===== config.mk =====
export PLATFORM = sky130hd
export DESIGN_NAME = smbc_div
export DESIGN_NICKNAME = d
export VERILOG_FILES = /design/src/design/smbc_pkg.sv /design/src/design/smbc_div.sv
export SDC_FILE = /design/constraint.sdc
export NUM_CORES = 2
export LEC_CHECK = 0
export BUFFER_PORTS_ARGS = -buffer_cell sky130_fd_sc_hd__buf_2
export CORE_MARGIN = 2
export CORE_UTILIZATION = 50
export DETAILED_ROUTE_END_ITERATION = 10
export PLACE_DENSITY = 0.74
export SYNTH_ARGS = -nofsm -noshare
export SYNTH_HDL_FRONTEND = slang
export SYNTH_SLANG_ARGS = --single-unit
export TNS_END_PERCENT = 50

===== constraint.sdc =====
create_clock -name clock -period 3.34 [get_ports clock]
set_input_delay 0.501 -clock clock [delete_from_list [all_inputs] [get_ports clock]]
set_output_delay 0.501 -clock clock [all_outputs]
set_load 0.01 [all_outputs]

===== src/design/smbc_pkg.sv =====
// package for the source mask balance and contrast unit
// holds widths, pipeline depths, register indexes and the log2/exp2 tables
// no dependencies
`timescale 1ns / 1ps

package smbc_pkg;

   // table resolution of the power stage
   localparam int LOG_TABLE_BITS = 8;
   localparam int LOG_SIZE       = 1 << LOG_TABLE_BITS;

   // lane count and datapath widths
   localparam int LANES      = 4;
   localparam int MASK_W     = 16;
   localparam int GAIN_W     = 16;
   localparam int CONTRAST_W = 9;
   localparam int SCALED_W   = 31;
   localparam int DIV_W      = 33;
   localparam int Q_W        = 16;
   localparam int GQ_W       = 13;
   localparam int NEG_W      = 20;
   localparam int EXP_W      = 25;
   localparam int EX_W       = 31;
   localparam int CSR_IDX_W  = 3;
   localparam int CSR_DATA_W = 16;

   // pipeline depths
   localparam int DIV_STAGES = Q_W;
   localparam int POW_STAGES = 4;
   localparam int DLY_STAGES = DIV_STAGES + POW_STAGES;
   localparam int LATENCY    = 2 + DIV_STAGES + 1 + DIV_STAGES + POW_STAGES + 1;

   localparam logic [Q_W-1:0]  ONE_Q15  = 16'h8000;
   localparam logic [GQ_W-1:0] GQ_UNITY = 13'd256;

   // register indexes
   localparam logic [CSR_IDX_W-1:0] CSR_VOCAL_GAIN = 3'd0;
   localparam logic [CSR_IDX_W-1:0] CSR_BASS_GAIN  = 3'd1;
   localparam logic [CSR_IDX_W-1:0] CSR_DRUM_GAIN  = 3'd2;
   localparam logic [CSR_IDX_W-1:0] CSR_OTHER_GAIN = 3'd3;
   localparam logic [CSR_IDX_W-1:0] CSR_CONTRAST   = 3'd4;

   typedef logic [15:0]     lg_table_type [LOG_SIZE];
   typedef logic [EX_W-1:0] ex_table_type [LOG_SIZE];

   // integer square root, elaboration only
   function automatic logic [63:0] isqrt64(input logic [63:0] xin);
      logic [63:0] x;
      logic [63:0] r;
      logic [63:0] b;
      logic        found;
      x = xin;
      r = '0;
      b = 64'd1 << 62;
      found = 1'b0;
      for (int i = 0; i < 32; i++) begin
         if (!found && b > x) begin
            b = b >> 2;
         end else begin
            found = 1'b1;
         end
      end
      for (int i = 0; i < 32; i++) begin
         if (b != 0) begin
            if (x >= r + b) begin
               x = x - (r + b);
               r = (r >> 1) + b;
            end else begin
               r = r >> 1;
            end
            b = b >> 2;
         end
      end
      return r;
   endfunction

   // floor(2^16 * log2(1 + idx/2^L)) by repeated squaring
   function automatic lg_table_type build_lg_table();
      lg_table_type tbl;
      logic [63:0]  x;
      logic [63:0]  lg;
      for (int idx = 0; idx < LOG_SIZE; idx++) begin
         x  = 64'(LOG_SIZE + idx) << (30 - LOG_TABLE_BITS);
         lg = '0;
         for (int i = 15; i >= 0; i--) begin
            x = (x * x) >> 30;
            if (x >= (64'd1 << 31)) begin
               x  = x >> 1;
               lg = lg | (64'd1 << i);
            end
         end
         tbl[idx] = lg[15:0];
      end
      return tbl;
   endfunction

   // 2^(-j/2^L) in q1.30 as a product of square-root chain factors
   function automatic ex_table_type build_ex_table();
      ex_table_type tbl;
      logic [63:0]  res;
      logic [63:0]  r;
      for (int j = 0; j < LOG_SIZE; j++) begin
         res = 64'd1 << 30;
         r   = 64'd1 << 29;
         for (int m = 1; m <= LOG_TABLE_BITS; m++) begin
            r = isqrt64(r << 30);
            if (((j >> (LOG_TABLE_BITS - m)) & 1) != 0) begin
               res = (res * r) >> 30;
            end
         end
         tbl[j] = res[EX_W-1:0];
      end
      return tbl;
   endfunction

   localparam lg_table_type LG_TABLE = build_lg_table();
   localparam ex_table_type EX_TABLE = build_ex_table();

endpackage


===== src/design/smbc_div.sv =====
// pipelined restoring divider lane, one quotient bit per stage
// gives floor(num * 2^15 / den) for num <= den, zero when den is zero
// depends on smbc_pkg
`timescale 1ns / 1ps

module smbc_div (
   input  logic                        clock,
   input  logic [smbc_pkg::DIV_W-1:0]  num,
   input  logic [smbc_pkg::DIV_W-1:0]  den,
   output logic [smbc_pkg::Q_W-1:0]    quo
);
   import smbc_pkg::*;

   logic [DIV_W-1:0] rem_ff [DIV_STAGES];
   logic [DIV_W-1:0] den_ff [DIV_STAGES];
   logic [Q_W-1:0]   quo_ff [DIV_STAGES];

   // stage zero: top quotient bit straight from the inputs
   always_ff @(posedge clock) begin
      if ({1'b0, num} >= {1'b0, den}) begin
         rem_ff[0] <= num - den;
         quo_ff[0] <= ONE_Q15;
      end else begin
         rem_ff[0] <= num;
         quo_ff[0] <= '0;
      end
      den_ff[0] <= den;
   end

   // remaining stages: shift, compare, subtract
   for (genvar s = 1; s < DIV_STAGES; s++) begin : g_stage
      logic [DIV_W:0] trial;
      assign trial = {rem_ff[s-1], 1'b0};
      always_ff @(posedge clock) begin
         if (trial >= {1'b0, den_ff[s-1]}) begin
            rem_ff[s] <= DIV_W'(trial - {1'b0, den_ff[s-1]});
            quo_ff[s] <= quo_ff[s-1] | (ONE_Q15 >> s);
         end else begin
            rem_ff[s] <= trial[DIV_W-1:0];
            quo_ff[s] <= quo_ff[s-1];
         end
         den_ff[s] <= den_ff[s-1];
      end
   end

   assign quo = (den_ff[DIV_STAGES-1] == '0) ? '0 : quo_ff[DIV_STAGES-1];

endmodule


==> Word level (Yosys, flattened, before mapping) <==
Memories as Yosys holds them, arrays and structs flattened.
Index checks and enable logic that the tools add are counted.
{ "word_totals": {"reg_bits": 0, "latchBits": 0, "ram_bits": 1312, "rom_bits": 0, "in_bits": 67, "out_inout_bits": 16, "wordCells": 149, "n_memories": 3} }
{ "mem_list": {"columns": ["name", "words", "word_bits", "read_ports", "rd_ports_with_merged_regs", "write_ports", "line_no", "rtl"], "rows": [
  ["den_ff", 16, 33, 16, 0, 16, "smbc_div.sv:15", "logic [DIV_W-1:0] den_ff [DIV_STAGES];"],
  ["rem_ff", 16, 33, 15, 0, 16, "smbc_div.sv:14", "logic [DIV_W-1:0] rem_ff [DIV_STAGES];"],
  ["quo_ff", 16, 16, 16, 0, 16, "smbc_div.sv:16", "logic [Q_W-1:0] quo_ff [DIV_STAGES];"]
]} }
{ "op_classes": {"addsub": 16, "mul": 0, "div_mod_pow": 0, "n_lt_le_gt_ge": 16, "eq_ne": 0, "n_shift": 0, "mux": 81, "bitwise": 32, "n_reduce_logical": 1} }
{ "ops": {"columns": ["cell", "count"], "rows": [
  ["33-bit 2-to-1 mux", 16],
  ["33-bit subtractor", 16],
  ["34-bit by 33-bit >= comparator with 1-bit output", 15],
  ["16-bit 2-to-1 mux", 17],
  ["1-bit 2-to-1 mux", 48],
  ["33-bit >= comparator", 1],
  ["33-bit logical NOT", 1],
  ["1-bit OR", 32]
]} }

==> Depth between registers and ports, before layout <==
An unclocked memory read counts as a cell.
{ "logic_depth": {"ltp_word": 5, "depth_mapped": 15, "ltp_nobuf": 13} }

==> Worst setup path after synthesis <==
Ideal clock, no wire load.
{ "synth_timing": {"kind": "input port to flip-flop", "startpoint": "in den[3] (netlist bit)", "endpoint": "mem rem_ff[0][14]", "setup_ps": 123, "arrival_time_ps": 3048, "t_required_ps": 3217, "slack_ps": 169, "path_stages": 12, "path_buffers": 2, "cell_sequence": "inv_1 > ha_1 > and3_1 > a221o_1 > a211o_1 > a41oi_2 > a21o_1 > a21oi_2 > a41o_1 > buf_2 > buf_6 > mux2_1"} }
{ "synth_lines": {"columns": ["item", "line_no", "rtl"], "rows": [
  ["start, declared", "smbc_div.sv:9", "input logic [smbc_pkg::DIV_W-1:0] den,"],
  ["end, declared", "smbc_div.sv:14", null]
]} }

==> results by group <==
Status
  • Outcome: completed

Critical path
  • Crit path DAT: 3.88 ns
  • Worst reg2reg path depth: 14
  • Startpoint Class: flop
  • Worst-path maximum fanout: 8
  • Kind of critical path: reg -> reg
  • Crit path to: rem_ff[10][4]
  • Reg2reg end: rem_ff[10][4]
  • Crit. End Element: flop
  • Worst r2r src: den_ff[1][41]
  • Critical Path RT: 3.92 ns
  • Crit path from: den_ff[1][41]
  • R2R Setup Slk: 0.05 ns

Placed design
  • Placed Area: 61900 um^2
  • Post-DP HPWL: 114 mm
  • Place WS: -0.278 ns
  • Buffers on Ports: 82
  • Dpl cells: 8115
  • Gpl congestion: 1.00

Route
  • Drt first pass iters: 5
  • Initial drt markers: 2263
  • Drc violations: 0
  • Wire per inst: ~18 um
  • Vias/cell: 5.49
  • ANT nets after route: 0
  • Vias: 46100
  • Routed wire length: 148 mm

Logic synthesis
  • Seq/Total Area, Yosys: 0.405
  • Post-synth EDFFs: 0
  • Synth top area share: 0.405
  • Post-synthesis average cell area: 9.06 um^2
  • Synthesized instance count: 6321
  • Most frequent cells after synthesis: 1159 x dfxtp_1, 676 x inv_1, 607 x a21oi_1
  • Largest cells by area after synthesis: dfxtp_1 41%, ha_1 12%, a21oi_1 5.3%
  • Warnings, synthesis: 0
  • Primary FF master, synth: dfxtp_1
  • Post-synth top area cell: dfxtp_1
  • Yosys cell types: 89
  • Synthesized cell area: ~57000 um^2
  • #FFs+latches synth: 1159
  • Top-count cell post-synth: dfxtp_1
  • Mapped Nets: around 6900
  • Async set-reset flop share out of synthesis: 0

STA
  • Final period utilization: 0.986
  • Final worst slack: between 0.04 and 0.05 ns
  • Relative slew slack: 0.443
  • Finish-stage setup viols: 0
  • Slew Limit Fails: 0
  • Worst-margin pin slew: approximately 0.83 ns
  • Tmin final: 3.29 ns
  • Peak Freq: between 300 and 400 MHz
  • Hold_ws: 0.0654 ns
  • Final hold vios: 0
  • Setup tns final: 0 ns
  • RSZ-0062 raised after global routing: yes
  • Final Skew: 0.0331 ns

Die
  • Die Height: approximately 340 um
  • Rows: approximately 120
  • Die width: 342 um
  • Starting Density: 0.502
  • CORE AREA: 114000 um^2
  • Total die area: 117000 um^2
  • Top-Level Pins: 83

Global routing
  • GRT overflow: 0
  • Largest net degree at the start of global routing: 45
  • Vias in the first global route: 47200
  • GRT Resource Usage Total: 0.244
  • First-pass GRT wire length: 232 mm
  • Initial antenna violation count: 0

Layout
  • Post-route cell area: 67900 um^2
  • Final Core Density: 0.595
  • Final net count: 7400
  • Synthesis-to-layout area growth: 18.5%
  • ANT cells: 0
  • Ratio of cells with drive above 1 in the final layout: 0.150
  • Final Non-Filler Cells: 8401

Pwr
  • Cell Pwr Density: 1130 nW/um^2
  • Max VDD drop: around 0.00076 V
  • Leakage: 32.1 nW
  • Overall Power: ~77 mW

Clock tree
  • Clock slew at reported path FFs: 0.06 ns
  • TritonCTS Sinks: 1159
  • Maximum clock path buffer count: 3
  • H-tree levels: 3
  • Clk_lat worst skew: 0.73 ns
  • Clk root buf: clkbuf_16
  • CTS tree: yes
  • CTS buffer count: 118

Min path
  • Tightest Hold Check Type: in -> reg

Run
  • Max-cap viol count: 0
-- cell usage in the layout (no fill, tap or decap), drive strengths merged, types with 21 or more instances in the layout --
master,netlist,routed
clkinv,0,24
clkbuf,123,162
a21boi,21,21
dfxtp,1159,1159
o31ai,56,56
dlygate4sd3,0,34
nand2b,68,68
xnor2,249,249
nor3,71,71
and3,48,48
nand4,88,88
o21a,90,90
o21bai,82,82
nand3,99,99
nand2,344,344
mux2,184,184
o211ai,38,38
or3,21,21
nor2b,85,85
a211oi,45,45
xor2,164,164
buf,53,483
a31oi,56,56
ha,527,527
inv,677,683
bufinv,0,26
nor2,435,435
nor4,21,21
a21o,293,293
and2,31,31
o21ai,336,336
a21oi,610,610
-- power breakdown --
part           switching, mW  internal [mW]
combinational           21.8           19.7
sequential              2.47           18.4
clock                   5.55           8.89
-- state kept, by name (all words and copies together), names as in the netlist --
name    count
rem_ff    495
den_ff    528
quo_ff    136
-- logic make-up (layout without fill, tap and decap cells) --
group / after synthesis / after routing / synth area share
compound gates: 1804 / 1804 / 0.201
xor+xnor: 413 / 413 / 0.0632
fa+ha+maj: 542 / 542 / 0.120
buf+inv: 853 / 1421 / 0.0584
flops: 1159 / 1159 / 0.405
mux: 191 / 191 / 0.0398
simple gates: 1359 / 1359 / 0.112
-- per-layer routing --
metal,wire length [um],GRT usage,up-vias,share of wire
met3,4610,0.0298,551,0.031
met4,11400,0.159,0,0.077
met1,52400,0.230,21500,0.35
met5,0,0,-,0
li1,-,-,22900,-
met2,79300,0.486,1124,0.54
-- how the worst min path moves through the flow --
stage	depth (start not counted)	from	to
floorplan	0	quo_ff[9][10]	quo_ff[10][10]
detailed placement	0	quo_ff[5][13]	quo_ff[6][13]
CTS	2	num[14]	rem_ff[0][14]
finish	2	num[4]	rem_ff[0][4]
global placement	0	quo_ff[10][14]	quo_ff[11][14]
global route	2	num[29]	rem_ff[0][29]
-- critical path: stages (launching register included) --
cell,delay [ns]
dfxtp_2,0.34
inv_1,0.05
ha_1,0.30
nand2_1,0.07
or3_4,0.41
a211oi_4,0.31
buf_6,0.16
o31ai_4,0.06
o21ai_2,0.23
a311oi_4,0.14
o41ai_2,0.25
a211o_2,0.25
buf_6,0.12
buf_12,0.14
mux2_2,0.34
-- layout make-up --
cell class | count | area, um^2
well taps | 1512 | 1890
inverters | 677 | 2540
flip-flops and latches | 1159 | 23200
repair buffers | 526 | 4330
clock buffers | 153 | 3260
clock inverters | 65 | 1080
fillers | 9575 | 46200
multi-input cells | 4309 | 31500
-- timing repair --
item / 4_1_cts / 5_1_grt
pin swaps: 13 / 45
buffers inserted: 5 / 22
hold endpoints to repair: 34 / 0
resized for setup: 41 / 131
setup endpoints to repair: 157 / 363
hold buffers: 34 / 0
gates cloned: 3 / 9
No activity file was read; power rests on OpenSTA's default activity.
